[config.mk]
export PLATFORM = sky130hd
export DESIGN_NAME = utf8_to_ucs2_stream_decoder_unit
export DESIGN_NICKNAME = d
export VERILOG_FILES = /design/src/sv/u2u_pkg.sv /design/src/sv/utf8_to_ucs2_stream_decoder_unit.sv
export SDC_FILE = /design/constraint.sdc
export NUM_CORES = 1
export LEC_CHECK = 0
export ABC_AREA = 1
export BUFFER_PORTS_ARGS = -buffer_cell sky130_fd_sc_hd__buf_2
export CAP_MARGIN = 25
export CORE_UTILIZATION = 54
export CTS_CLUSTER_DIAMETER = 150
export CTS_CLUSTER_SIZE = 10
export DETAILED_ROUTE_END_ITERATION = 12
export PLACE_DENSITY_LB_ADDON = 0.1
export SYNTH_ARGS = -nofsm -noshare
export SYNTH_HDL_FRONTEND = slang
export SYNTH_SLANG_ARGS = --single-unit
[constraint.sdc]
create_clock -name clk_i -period 3.4 [get_ports clk_i]
set_input_delay 0.51 -clock clk_i [delete_from_list [all_inputs] [get_ports clk_i]]
set_output_delay 0.51 -clock clk_i [all_outputs]
set_load 0.05 [all_outputs]
[src/sv/u2u_pkg.sv]
`default_nettype none
package u2u_pkg;

  localparam int unsigned TailDepth = 4;
  localparam int unsigned TailIdxW  = $clog2(TailDepth);

  localparam logic [2:0] SeqLenRaw  = 3'd1;
  localparam logic [2:0] SeqLenNone = 3'd0;
  localparam logic [7:0] ContMark   = 8'h80;

  typedef logic [5:0] payload_t;

endpackage
`default_nettype wire

[src/sv/utf8_to_ucs2_stream_decoder_unit.sv]
// Channel | Direction | Handshake             | Payload
// in      | input     | in_valid_i/in_stall_o   | in_byte_i, end_of_text_i
// out     | output    | out_valid_o/out_stall_i | code_unit_o, seq_len_o, run_last_o
//
// One input transaction is taken per cycle while each byte gives at most one result and the output is not stalled.
// A byte that breaks or flushes a sequence gives up to six results, one per cycle while the output is not stalled.
// The result run register sets the rate; the input register holds one waiting byte.
// Reset clears the pending sequence and both registers; no clearing pass is needed.
// A stall on the output holds the current result and fills the input register.
`default_nettype none
module utf8_to_ucs2_stream_decoder_unit import u2u_pkg::*; (
  input  wire logic        clk_i,
  input  wire logic        rst_ni,
  input  wire logic        in_valid_i,
  output logic             in_stall_o,
  input  wire logic [7:0]  in_byte_i,
  input  wire logic        end_of_text_i,
  output logic             out_valid_o,
  input  wire logic        out_stall_i,
  output logic [15:0]      code_unit_o,
  output logic [2:0]       seq_len_o,
  output logic             run_last_o
);

  logic           in_full_q, in_full_d;
  logic [7:0]     in_byte_q;
  logic           eot_q;

  logic [7:0]     lead_q, lead_d;
  logic [2:0]     exp_q, exp_d;
  logic [2:0]     cnt_q, cnt_d;
  logic [15:0]    acc_q, acc_d;
  payload_t       tail_q [TailDepth];
  payload_t       tail_d [TailDepth];

  logic [2:0]     rem_q, rem_d;
  logic [2:0]     pos_q, pos_d;
  logic           rflush_q, rflush_d;
  logic [2:0]     rk_q, rk_d;
  logic [7:0]     rlead_q;
  payload_t       rtail_q [TailDepth];
  logic           rx_d;
  logic [15:0]    rxcode_q, rxcode_d;
  logic [2:0]     rxlen_q, rxlen_d;

  logic           in_take, out_take, move;
  logic           pending, is_cont, fresh;
  payload_t       payload;
  logic [15:0]    acc_ext;
  logic [2:0]     f_len;
  logic [4:0]     f_bits;
  logic [2:0]     flush_n;
  logic [2:0]     tail_sel;

  assign out_valid_o = rem_q != 3'd0;
  assign out_take    = out_valid_o && !out_stall_i;
  assign move        = in_full_q && ((rem_q == 3'd0) || ((rem_q == 3'd1) && !out_stall_i));
  assign in_stall_o  = in_full_q && !move;
  assign in_take     = in_valid_i && !in_stall_o;
  assign in_full_d   = in_take || (in_full_q && !move);

  always_comb begin
    priority if (in_byte_q[7:5] == 3'b110) begin
      f_len  = 3'd2;
      f_bits = in_byte_q[4:0];
    end else if (in_byte_q[7:4] == 4'b1110) begin
      f_len  = 3'd3;
      f_bits = {1'b0, in_byte_q[3:0]};
    end else if (in_byte_q[7:3] == 5'b11110) begin
      f_len  = 3'd4;
      f_bits = {2'b0, in_byte_q[2:0]};
    end else if (in_byte_q[7:2] == 6'b111110) begin
      f_len  = 3'd5;
      f_bits = {3'b0, in_byte_q[1:0]};
    end else if (in_byte_q[7:1] == 7'b1111110) begin
      f_len  = 3'd6;
      f_bits = {4'b0, in_byte_q[0]};
    end else begin
      f_len  = SeqLenNone;
      f_bits = 5'd0;
    end
  end

  assign pending = exp_q != SeqLenNone;
  assign is_cont = in_byte_q[7:6] == 2'b10;
  assign payload = in_byte_q[5:0];
  assign acc_ext = {acc_q[9:0], payload};

  always_comb begin
    lead_d   = lead_q;
    exp_d    = exp_q;
    cnt_d    = cnt_q;
    acc_d    = acc_q;
    tail_d   = tail_q;
    rflush_d = 1'b0;
    rk_d     = cnt_q;
    rx_d     = 1'b0;
    rxcode_d = {8'd0, in_byte_q};
    rxlen_d  = SeqLenRaw;
    fresh    = !pending;
    if (pending) begin
      if (is_cont) begin
        acc_d = acc_ext;
        if (({1'b0, cnt_q} + 4'd2) >= {1'b0, exp_q}) begin
          rx_d     = 1'b1;
          rxcode_d = acc_ext;
          rxlen_d  = exp_q;
          exp_d    = SeqLenNone;
          cnt_d    = 3'd0;
        end else begin
          tail_d[cnt_q[TailIdxW-1:0]] = payload;
          cnt_d = cnt_q + 3'd1;
          if (eot_q) begin
            rflush_d = 1'b1;
            rk_d     = cnt_q + 3'd1;
            exp_d    = SeqLenNone;
            cnt_d    = 3'd0;
          end
        end
      end else begin
        rflush_d = 1'b1;
        exp_d    = SeqLenNone;
        cnt_d    = 3'd0;
        fresh    = 1'b1;
      end
    end
    if (fresh) begin
      if (f_len == SeqLenNone) begin
        rx_d = 1'b1;
      end else begin
        lead_d = in_byte_q;
        exp_d  = f_len;
        cnt_d  = 3'd0;
        acc_d  = {11'd0, f_bits};
        if (eot_q) begin
          rx_d  = 1'b1;
          exp_d = SeqLenNone;
        end
      end
    end
  end

  assign flush_n = rflush_q ? (rk_q + 3'd1) : 3'd0;
  assign tail_sel = pos_q - 3'd1;

  always_comb begin
    if (pos_q < flush_n) begin
      seq_len_o = SeqLenRaw;
      if (pos_q == 3'd0) begin
        code_unit_o = {8'd0, rlead_q};
      end else begin
        code_unit_o = {8'd0, ContMark | {2'b00, rtail_q[tail_sel[TailIdxW-1:0]]}};
      end
    end else begin
      code_unit_o = rxcode_q;
      seq_len_o   = rxlen_q;
    end
  end

  assign run_last_o = rem_q == 3'd1;

  always_comb begin
    rem_d = rem_q;
    pos_d = pos_q;
    if (move) begin
      rem_d = (rflush_d ? (rk_d + 3'd1) : 3'd0) + {2'b00, rx_d};
      pos_d = 3'd0;
    end else if (out_take) begin
      rem_d = rem_q - 3'd1;
      pos_d = pos_q + 3'd1;
    end
  end

  always_ff @(posedge clk_i or negedge rst_ni) begin
    if (!rst_ni) begin
      in_full_q <= 1'b0;
      exp_q     <= SeqLenNone;
      cnt_q     <= 3'd0;
      lead_q    <= 8'd0;
      acc_q     <= 16'd0;
      rem_q     <= 3'd0;
      pos_q     <= 3'd0;
    end else begin
      in_full_q <= in_full_d;
      rem_q     <= rem_d;
      pos_q     <= pos_d;
      if (move) begin
        exp_q  <= exp_d;
        cnt_q  <= cnt_d;
        lead_q <= lead_d;
        acc_q  <= acc_d;
      end
    end
  end

  always_ff @(posedge clk_i) begin
    if (in_take) begin
      in_byte_q <= in_byte_i;
      eot_q     <= end_of_text_i;
    end
    if (move) begin
      tail_q   <= tail_d;
      rtail_q  <= tail_d;
      rlead_q  <= lead_q;
      rflush_q <= rflush_d;
      rk_q     <= rk_d;
      rxcode_q <= rxcode_d;
      rxlen_q  <= rxlen_d;
    end
  end

endmodule
`default_nettype wire

==> results.md, run 1 <==
Critical path:
- The data arrival time of the critical path is 2.56 ns.
- The worst setup path is launched from a register.
- The type of the worst setup path is register to primary output.
- The critical path goes through ha_1 > xor2_1 > nand2_1 > ha_1 > o211ai_1 > and2_1 > inv_1 > nand2_1 > o21ai_0 > buf_2.
- For this run, the slowest stage of the critical path takes 0.41 ns.
- The largest individual stage delay along the critical path comes from the cell sky130_fd_sc_hd__edfxtp_1.
- The reg-to-reg critical path startpoint is cnt_q[1].
- The depth of the worst register-to-register path is 13.
- The worst register-to-register path ends at rem_q[1].
- The endpoint required time on the critical path is 2.89 ns.
- The largest fanout of any net on the critical path is 15.
- Across all register-to-register paths, the minimum setup slack is 0.52 ns.
- The worst setup path is captured at a primary output.

STA:
- Setup repair after global routing left no endpoint under its margin.
- At the pin with the least slew margin, the transition time is 0.744 ns.
- Setup violations remaining at the end of the flow were counted as 0.
- The worst pin sits at a relative slew slack of 0.504.
- The final clock period utilization by the worst path is 0.902.
- The clock period minus worst slack is 3.07 ns.
- The number of slew-limit violations in the final report is 0.
- After routing, the total negative slack on setup checks comes to 0 ns.
- The final-report hold violation count is 0.
- The maximum clock frequency is 0.326 GHz.
- The setup skew after layout is 0.0121 ns.

CTS:
- The later pin in the worst-skew pair is clocked with a latency of 0.36 ns.
- In this run the post-CTS setup repair buffer count came out at 0.
- The clock-pin slew of the registers on the worst-case setup and hold paths is 0.10 ns.
- Clock tree synthesis selected as its root buffer the cell sky130_fd_sc_hd__clkbuf_8.
- The maximum buffer depth of the clock tree is 2.
- CTS built an H-tree with a depth of 3.
- The TritonCTS clock tree is done.
- The number of hold-repair buffers added at the cts stage is 0.
- The CTS buffer count is 9.
- The number of gates resized after CTS was 0.
- The clock drives 95 sinks.

Yosys:
- The share of synthesized flip-flops with an asynchronous set or reset is 0.326.
- The share of the Yosys chip area taken by registers is 0.606.
- Counting flops and latches in the post-synthesis netlist gives 95.
- In this run the cell area of the synthesized design comes to 4450 um2.
- Synthesis produced 425 cells.
- Of the post-synthesis cell area, the dominant cell type holds 0.432.
- For this run, the leading register cell type out of synthesis is sky130_fd_sc_hd__edfxtp_1.
- The post-synthesis area per instance is 10.5 um2.
- In this run, distinct cell masters in the synthesized netlist total 39.
- The dominant cell type by area after synthesis is sky130_fd_sc_hd__edfxtp_1.
- The Yosys step of the flow raised 0 warnings.
- Ranked by total cell area, the synthesized netlist is headed by sky130_fd_sc_hd__edfxtp_1, sky130_fd_sc_hd__dfrtp_1, sky130_fd_sc_hd__inv_1, sky130_fd_sc_hd__ha_1, sky130_fd_sc_hd__nand2_1.
- The number of enable-type register cells in the synthesized netlist is 64.
- The number of nets produced by synthesis is 458.

Global routing:
- The first global-routing pass estimated 14.4 mm of wire.
- Global routing finished with a remaining overflow of 0.
- The number of antenna violations at the first check in global routing is 0.
- Across every metal layer, demand over resource in global routing totals 0.223.
- The fraction of met3 tracks used by global routing is 0.0493.
- The via count of the first global-routing pass is 2974.
- The global routing stage identified its most utilized layer as met2.
- The pin count of the biggest net entering global routing is 32.
- For met1 alone, demand over resource in global routing was 0.297.
- For this run, global-route usage on met2 was measured as 0.367.

Floorplanning:
- The area inside the core boundary is 7850 um2.
- The number of top-level pins is 35.
- The x dimension of the die is 92.8 um.
- The initialized floorplan defines 32 standard-cell rows.
- The effective utilization at floorplan is 0.567.
- The die span in y is 92.8 um.
- The floorplan step defined a die boundary enclosing 8610 um2.

Placed design:
- The final RePlAce weighted congestion is 0.920.
- In this run the tool buffered the top-level ports with 34 buffer cells.
- The post-DP HPWL is 6.31 mm.

Routing:
- The length of the first detailed-routing pass in iterations is 5.
- After detailed routing, the total wire length is 8.76 mm.
- After detailed routing, the average wire length per cell comes to 15.3 um.
- The via count normalized by instance count is 5.32.
- For this run, design rule violations remaining after detail routing come to 0.
- The total via count after detailed routing is 3055.
- The detailed router finished its first iteration with 150 violations.
- The number of antenna-violating nets in the routed design is 0.

Status:
- The flow ran to the end, and the final reports show no timing, DRC or antenna violations.

Layout:
- The layout cell share with drive strength beyond 1 is 0.165.
- The most common library cell in the layout ignoring fill and taps is sky130_fd_sc_hd__inv_1.
- The library cells used most frequently in the layout, excluding fill and tap cells, are sky130_fd_sc_hd__inv_1, sky130_fd_sc_hd__edfxtp_1, sky130_fd_sc_hd__nand2_1, sky130_fd_sc_hd__nor2_1, sky130_fd_sc_hd__o21ai_0.
- 0 antenna diodes ended up in the layout.
- Across the whole layout, storage elements account for 2700 um2.
- For this run, the post-layout net count is 500.
- Counting the fill cells in the layout gives 661.
- The multi-input combinational cell area is 1430 um2.
- The area growth from synthesis to layout is 11.6%.

Min path:
- The path class of the tightest hold or removal check is input pin to async pin.

Job:
- Across the run, the number of max-cap violations was 0.
## cell families (layout without fill, tap and decap cells)
logic type	Yosys count	count (layout)	share of synthesized area
and+or+nand+nor	143	143	0.148
DFF	95	95	0.606
AOI/OAI and AO/OA	82	82	0.106
buffers and inverters	81	128	0.0726
adders and majority gates	20	20	0.0579
xor gates and xnor gates	3	3	0.00591
muxes	1	1	0.00337
## worst max-delay path: cells and delay by family, from the launching register on
family | cells | cell delay [ns]
compound gates | 2 | 0.20
xor+xnor | 1 | 0.14
fa+ha+maj | 2 | 0.52
buf+inv | 2 | 0.63
flops | 1 | 0.41
simple gates | 3 | 0.30
## layout make-up
cell class / count / share of cell area
sequential: 95 / 0.543
timing repair buffer: 40 / 0.0433
inverter: 72 / 0.0549
multi-input combinational: 249 / 0.288
clock inverter: 7 / 0.0204
tap: 102 / 0.0257
clock buffer: 9 / 0.0249
## cell usage after synthesis (4+ instances only)
cell type	n
sky130_fd_sc_hd__edfxtp_1	64
sky130_fd_sc_hd__o21ai_0	44
sky130_fd_sc_hd__nand2_1	60
sky130_fd_sc_hd__o221ai_1	6
sky130_fd_sc_hd__nand3_1	15
sky130_fd_sc_hd__a21oi_1	9
sky130_fd_sc_hd__ha_1	19
sky130_fd_sc_hd__nor2_1	45
sky130_fd_sc_hd__nand4_1	4
sky130_fd_sc_hd__inv_1	69
sky130_fd_sc_hd__clkbuf_1	5
sky130_fd_sc_hd__o21ai_1	7
sky130_fd_sc_hd__dfrtp_1	31
sky130_fd_sc_hd__o22ai_1	8
## layer usage
metal  up-vias  wire length [um]
met5         -                 0
met4         0               121
met3        10               395
met2        84              4210
met1      1454              4030
li1       1507                 -
## flip-flops by register name (all words and copies together) (netlist names)
signal and count:
rxlen_q 3, rtail_q 24, acc_q 10, in_full_q 1, rem_q 3, rk_q 3
pos_q 3, rxcode_q 16, rlead_q 8, exp_q 3, lead_q 8, eot_q 1
cnt_q 3, rflush_q 1, in_byte_q 8
## stage by stage
stage / hold WS, ns / instances / worst slack, ns / cell area, um2 / utilization
6_report: 0.211 / 574 / 0.334 / 4970 / 0.633
3_3_place_gp: 0.431 / 558 / 0.600 / 4740 / 0.604
4_1_cts: 0.226 / 574 / 0.313 / 4970 / 0.633
5_1_grt: 0.254 / 574 / 0.136 / 4970 / 0.633
3_5_place_dp: 0.436 / 558 / 0.525 / 4740 / 0.604
2_1_floorplan: 0.214 / 425 / 0.178 / 4450 / -
## worst max path at each step
stage / cells past startpoint / endpoint / from / slack, ns
2_1_floorplan: 9 / code_unit_o[5] / rk_q[0] / 0.18
3_3_place_gp: 13 / rem_q[1] / cnt_q[1] / 0.60
3_5_place_dp: 13 / rem_q[1] / cnt_q[1] / 0.53
4_1_cts: 10 / code_unit_o[2] / rk_q[0] / 0.31
5_1_grt: 10 / code_unit_o[6] / rk_q[0] / 0.14
6_report: 10 / code_unit_o[2] / rk_q[0] / 0.33
Power of run 1 is not shown: default switching activity piles up to over one toggle a cycle in this logic, so the estimate is an artifact.
==> inputs of run 2 (changes only) <==
CAP_MARGIN = default   (was 25)
clock period = 2.68 ns   (was 3.4 ns; I/O delays follow)
==> results.md, run 2 (synthesis results as in run 1) <==
Status:
- Status: complete, but fails checks (was finished, final reports clean).
- The final reports fail on negative setup slack.

Routing:
- The average detailed-routed wire length per instance is 16.4 um (was 15.3 um).
- The total via count after detailed routing was 3234 (was 3055).
- The via count normalized by instance count was 5.44 (was 5.32).
- The number of antenna-violating nets in the routed design is 0 (unchanged).
- The number of remaining DRC errors is 0 (unchanged).
- The length of the first detailed-routing pass in iterations is 5 (unchanged).
- The number of design-rule violations left by the first detailed-router iteration was 155 (was 150).
- The wire length reported by the detailed router came to 9.76 mm (was 8.76 mm).

CTS:
- The CTS root buffer is sky130_fd_sc_hd__clkbuf_8 (unchanged).
- The CTS buffer count came to 9 (unchanged).
- The number of hold-repair buffers added at the cts stage is 0 (unchanged).
- The clock network latency to the later pin of the worst-skew pair came to 0.37 ns (was 0.36 ns).
- The TritonCTS clock tree is done (unchanged).
- The clock-pin slew of the registers on the worst-case setup and hold paths came to 0.11 ns (was 0.10 ns).
- The deepest level of the CTS H-tree is 3 (unchanged).
- The maximum buffer depth of the clock tree is 2 (unchanged).
- The clock sink count is 95 (unchanged).

Critical path:
- The type of the worst setup path is register to primary output (unchanged).
- The endpoint of the most critical setup path is code_unit_o[2] (unchanged).
- The endpoint required time on the critical path is 2.28 ns (was 2.89 ns).
- The slack of the worst reg-to-reg path came to 0.13 ns (was 0.52 ns).
- The endpoint kind of the worst setup timing path is a primary output (unchanged).
- The reg-to-reg critical path startpoint is cnt_q[2] (was cnt_q[1]).
- The data arrival time of the critical path came to 2.30 ns (was 2.56 ns).
- The depth of the worst register-to-register path is 17 (was 13).
- The start point of the critical path was rk_q[0] (unchanged).
- The end of the worst register-to-register path is rem_q[2] (was rem_q[1]).
- The largest fanout of any net on the critical path is 7 (was 15).
- The kind of launch point of the worst setup path is a register (unchanged).

STA:
- The final-report hold violation count is 0 (unchanged).
- The final worst-path setup slack was -0.0222 ns (was 0.334 ns).
- The total setup violations reported at the end of the flow is 4 (was 0).
- Timing would allow up to 0.370 GHz.
- Dividing the final minimum period by the clock period gives 1.01.
- The setup skew after layout is 0.0166 ns (was 0.0121 ns).
- Unrepaired setup endpoints after global routing: true (was false).
- Subtracting the final worst setup slack from the clock period gives 2.70 ns.
- The worst slew margin relative to its limit is 0.485 (was 0.504).
- The slew of the pin with the lowest slew margin is 0.772 ns (was 0.744 ns).
- The number of slew-limit violations in the final report is 0 (unchanged).

Min path:
- The path type of the worst min-delay path is input pin to async pin (unchanged).

Layout:
- The number of flip-flops under the largest register name is 24 (unchanged).
- The number of filler cells placed in the layout is 592 (was 661).
- The most common library cell in the layout ignoring fill and taps is sky130_fd_sc_hd__inv_1 (unchanged).
- The area growth from synthesis to layout is 20.9% (was 11.6%).
- Largest registers: rtail_q: 24 flops, rxcode_q: 16 flops, acc_q: 10 flops (unchanged).
- The count of inserted antenna diode cells is 0 (unchanged).
- The largest register by flop count is rtail_q (unchanged).
- The layout cell share with drive strength beyond 1 was 0.252 (was 0.165).
- Most frequent cells in the layout: sky130_fd_sc_hd__inv_1, sky130_fd_sc_hd__edfxtp_1, sky130_fd_sc_hd__nand2_1, sky130_fd_sc_hd__nor2_1, sky130_fd_sc_hd__dfrtp_1 (was sky130_fd_sc_hd__inv_1, sky130_fd_sc_hd__edfxtp_1, sky130_fd_sc_hd__nand2_1, sky130_fd_sc_hd__nor2_1, sky130_fd_sc_hd__o21ai_0).
- The layout net count is 521 (was 500).
- The final cell count without fillers is 595 (was 574).

Global routing:
- The wire length of the first global-routing pass is 15.8 mm (was 14.4 mm).
- The number of antenna violations at the first check in global routing is 0 (unchanged).
- The pin count of the biggest net entering global routing is 32 (unchanged).
- The via count of the first global-routing pass is 3176 (was 2974).
- The overall fraction of global-route tracks in use is 0.245 (was 0.223).
- The global route total overflow is 0 (unchanged).

Floorplanning:
- The die span in y was 92.8 um (unchanged).
- The x dimension of the die is 92.8 um (unchanged).
- The number of core rows is 32 (unchanged).
- The number of top-level pins came to 35 (unchanged).
- The overall die area is 8610 um2 (unchanged).
- The area inside the core boundary is 7850 um2 (unchanged).
- The effective utilization at floorplan was 0.567 (unchanged).

Placed design:
- The cell count after placement is 574 (was 558).
- The number of buffers added on ports is 34 (unchanged).
- The post-DP HPWL was 6.72 mm (was 6.31 mm).
- The final RePlAce weighted congestion is 0.957 (was 0.920).

Job:
- The count of max-cap constraint violations came to 0 (unchanged).
run 2: repair_timing:
action | 4_1_cts | 5_1_grt
cloned | 1 | 0
pin swaps | 11 | 8
setup buffers | 1 | 3
gates resized for setup | 38 | 55
endpoints found under the setup margin | 20 | 21
run 2: critical path, stage by stage (launching register included):
cell                       delay, ns
sky130_fd_sc_hd__edfxtp_1       0.41
sky130_fd_sc_hd__ha_2           0.21
sky130_fd_sc_hd__xor2_1         0.15
sky130_fd_sc_hd__nand2_1        0.11
sky130_fd_sc_hd__ha_4           0.28
sky130_fd_sc_hd__o211ai_1       0.09
sky130_fd_sc_hd__and2_4         0.17
sky130_fd_sc_hd__inv_6          0.08
sky130_fd_sc_hd__buf_16         0.13
sky130_fd_sc_hd__nand2_2        0.07
sky130_fd_sc_hd__o21ai_4        0.07
sky130_fd_sc_hd__buf_6          0.18
run 2: layer usage:
layer,vias to the layer above,global-route usage,share of wire
li1,1555,-,-
met1,1578,0.335,0.46
met2,92,0.389,0.48
met3,9,0.0616,0.048
met4,0,0.0692,0.011
met5,-,0,0
run 2: how the worst min path moves through the flow:
stage                          from    endpoint  slack [ns]  depth (start not counted)
after detailed placement  lead_q[0]  rlead_q[0]        0.44                          0
after floorplan              rst_ni    acc_q[0]        0.11                          0
final                        rst_ni   lead_q[5]        0.09                          1
after global routing         rst_ni   lead_q[5]        0.14                          1
after CTS                    rst_ni   lead_q[5]        0.11                          1
after global placement    lead_q[0]  rlead_q[0]        0.43                          0
run 2: cell type report:
class | count | area, um2 | area share
clock inverters | 7 | 66.3 | 0.0123
repair buffers | 61 | 528 | 0.0981
clock buffers | 9 | 124 | 0.0230
inverters | 72 | 278 | 0.0516
multi-input cells | 249 | 1560 | 0.290
flip-flops and latches | 95 | 2700 | 0.501
well taps | 102 | 128 | 0.0237
run 2: metrics by stage:
stage / setup TNS, ns / hold WS [ns] / setup slack, ns / area, um2 / util
detailed placement: -0.0105 / 0.439 / -0.0105 / 4870 / 0.621
CTS: -0.208 / 0.113 / -0.0328 / 5220 / 0.665
global placement: 0 / 0.430 / 0.0919 / 4870 / 0.621
floorplan: -0.0824 / 0.106 / -0.0824 / 4460 / -
global route: -0.861 / 0.143 / -0.0930 / 5380 / 0.686
finish: -0.0456 / 0.0880 / -0.0222 / 5380 / 0.686
Power of run 2 is left out for the same reason.
==> inputs of run 3 (changes only) <==
PLACE_DENSITY_LB_ADDON = 0.3   (was 0.1)
clock period = 2.3 ns   (was 2.68 ns; I/O delays follow)
==> results.md, run 3 (synthesis results as in run 1) <==
Critical path:
- The endpoint required time on the critical path is 1.96 ns (was 2.28 ns).
- The data arrival time of the critical path is 2.32 ns (was 2.30 ns).
- The endpoint kind of the worst setup timing path is a primary output (unchanged).
- The type of the worst setup path is register to primary output (unchanged).
- The kind of launch point of the worst setup path is a register (unchanged).
- The largest fanout of any net on the critical path was 7 (unchanged).
- The depth of the worst register-to-register path is 14 (was 17).

Global routing:
- The via count of the first global-routing pass is 3288 (was 3176).
- The overall fraction of global-route tracks in use is 0.251 (was 0.245).
- The global route total overflow is 0 (unchanged).
- The number of antenna violations at the first check in global routing is 0 (unchanged).
- The wire length of the first global-routing pass came to 16.0 mm (was 15.8 mm).
- The pin count of the biggest net entering global routing is 43 (was 32).

Layout:
- The most common library cell in the layout ignoring fill and taps was sky130_fd_sc_hd__edfxtp_1 (was sky130_fd_sc_hd__inv_1).
- The area growth from synthesis to layout is 30.3% (was 20.9%).
- The number of filler cells placed in the layout is 525 (was 592).
- The layout cell share with drive strength beyond 1 was 0.345 (was 0.252).
- The count of inserted antenna diode cells is 0 (unchanged).
- The number of flip-flops under the largest register name is 24 (unchanged).
- Largest registers: rtail_q: 24 flops, rxcode_q: 16 flops, acc_q: 10 flops (unchanged).
- The layout net count is 541 (was 521).
- The largest register by flop count was rtail_q (unchanged).
- Most frequent cells in the layout: sky130_fd_sc_hd__edfxtp_1, sky130_fd_sc_hd__inv_1, sky130_fd_sc_hd__nand2_1, sky130_fd_sc_hd__buf_4, sky130_fd_sc_hd__dfrtp_1 (was sky130_fd_sc_hd__inv_1, sky130_fd_sc_hd__edfxtp_1, sky130_fd_sc_hd__nand2_1, sky130_fd_sc_hd__nor2_1, sky130_fd_sc_hd__dfrtp_1).
- The post-layout instance area was 5800 um2 (was 5380 um2).

Placed design:
- The final RePlAce weighted congestion is 0.894 (was 0.957).
- The number of buffers added on ports was 34 (unchanged).
- The post-DP HPWL is 6.76 mm (was 6.72 mm).
- The total cell area at the placement stage was 5100 um2 (was 4870 um2).

STA:
- The worst slew margin relative to its limit is 0.506 (was 0.485).
- The final-report hold violation count is 0 (unchanged).
- The setup skew after layout is 0.0129 ns (was 0.0166 ns).
- The maximum clock frequency is 0.375 GHz.
- The clock period minus worst slack is 2.66 ns.
- The final worst-path setup slack is -0.365 ns (was -0.0222 ns).
- The slew of the pin with the lowest slew margin is 0.740 ns (was 0.772 ns).
- The number of slew-limit violations in the final report is 0 (unchanged).
- The total setup violations reported at the end of the flow came to 21 (was 4).
- Unrepaired setup endpoints after global routing: true (unchanged).
- The final clock period utilization by the worst path is 1.16.

CTS:
- The CTS buffer count is 9 (unchanged).
- The clock network latency to the later pin of the worst-skew pair came to 0.37 ns (about the same).
- The deepest level of the CTS H-tree was 3 (unchanged).
- The CTS root buffer is sky130_fd_sc_hd__clkbuf_8 (unchanged).
- The maximum buffer depth of the clock tree is 2 (unchanged).
- The clock sink count is 95 (unchanged).
- The clock-pin slew of the registers on the worst-case setup and hold paths is 0.09 ns (was 0.11 ns).
- The TritonCTS clock tree is done (unchanged).

Floorplanning:
- The area inside the core boundary is 7850 um2 (unchanged).
- The effective utilization at floorplan is 0.567 (unchanged).
- The number of top-level pins is 35 (unchanged).
- The number of core rows is 32 (unchanged).
- The die span in y came to 92.8 um (unchanged).
- The overall die area came to 8610 um2 (unchanged).
- The x dimension of the die came to 92.8 um (unchanged).

Routing:
- The average detailed-routed wire length per instance is 16.6 um (was 16.4 um).
- The wire length reported by the detailed router was 10.2 mm (was 9.76 mm).
- The number of antenna-violating nets in the routed design is 0 (unchanged).
- The via count normalized by instance count was 5.43 (was 5.44).
- The number of design-rule violations left by the first detailed-router iteration is 216 (was 155).
- The length of the first detailed-routing pass in iterations is 5 (unchanged).
- The total via count after detailed routing is 3341 (was 3234).
- The number of remaining DRC errors came to 0 (unchanged).

Status:
- Failing checks: negative setup slack (unchanged).
- Status: complete, but fails checks (unchanged).

Job:
- The count of max-cap constraint violations is 0 (unchanged).

Min path:
- The path type of the worst min-delay path is input pin to async pin (unchanged).
## run 3: changes by cell type in the layout (fill, tap and decap cells not counted), moves of 3 or more
cell / delta
sky130_fd_sc_hd__inv_1: -4
sky130_fd_sc_hd__nand2_2: +7
sky130_fd_sc_hd__nor2_4: +13
sky130_fd_sc_hd__o21ai_4: +4
sky130_fd_sc_hd__inv_2: +4
sky130_fd_sc_hd__buf_12: +3
sky130_fd_sc_hd__nand2_1: -8
sky130_fd_sc_hd__buf_4: +13
sky130_fd_sc_hd__nor2_1: -15
## run 3: final cells by class
| cell class | count | area, um2 | area share |
|---|---|---|---|
| flip-flops and latches | 95 | 2700 | 0.465 |
| repair buffers | 81 | 738 | 0.127 |
| clock buffers | 10 | 128 | 0.0220 |
| well taps | 102 | 128 | 0.0220 |
| clock inverters | 6 | 67.6 | 0.0117 |
| multi-input cells | 249 | 1760 | 0.304 |
| inverters | 72 | 275 | 0.0475 |
## run 3: worst max-delay path: stages (launching register included)
cell and delay (ns):
sky130_fd_sc_hd__edfxtp_1 0.41, sky130_fd_sc_hd__ha_2 0.20, sky130_fd_sc_hd__xor2_1 0.13, sky130_fd_sc_hd__nand2_1 0.12, sky130_fd_sc_hd__ha_4 0.26, sky130_fd_sc_hd__a21oi_2 0.11, sky130_fd_sc_hd__and2_4 0.20, sky130_fd_sc_hd__inv_4 0.06
sky130_fd_sc_hd__buf_16 0.15, sky130_fd_sc_hd__o21ai_4 0.15, sky130_fd_sc_hd__buf_6 0.17
## run 3: repair_timing
action / in CTS / in global routing
cloned: 1 / 0
resized for setup: 81 / 31
setup endpoints to repair: 29 / 46
hold endpoints to repair: 0 / 0
buffers inserted: 4 / 7
hold buffers: 0 / 0
pin swaps: 24 / 11
## run 3: through the flow
stage                     worst slack (ns)  utilization  hold slack (ns)  setup TNS, ns  cells
final                               -0.365        0.739           0.0277          -6.52    615
after global routing                -0.446        0.739           0.0793          -8.51    615
after CTS                           -0.359        0.716           0.0450          -6.39    608
after detailed placement            -0.295        0.650            0.434          -3.88    588
after global placement              -0.184        0.650            0.431          -1.65    588
after floorplan                     -0.188            -           0.0494          -3.39    425
## run 3: per-layer routing
| layer | GRT usage | routed length [um] | up-vias |
|---|---|---|---|
| li1 | - | - | 1590 |
| met1 | 0.321 | 4280 | 1640 |
| met2 | 0.434 | 5320 | 101 |
| met3 | 0.0468 | 453 | 10 |
| met4 | 0.0782 | 142 | 0 |
| met5 | 0 | 0 | - |
## run 3: path summary, 6_finish.rpt
check | from | to | slack (ns)
worst min register to register | lead_q[7] | rlead_q[7] | 0.45
worst max-delay path | rk_q[0] | code_unit_o[1] | -0.36
max in group asynchronous | rst_ni | lead_q[3] | 1.79
min in group clk_i | in_byte_i[1] | in_byte_q[1] | 0.15
worst max register to register | cnt_q[1] | rem_q[1] | -0.20
worst min-delay path | rst_ni | in_full_q | 0.03
Power of run 3 is left out for the same reason.
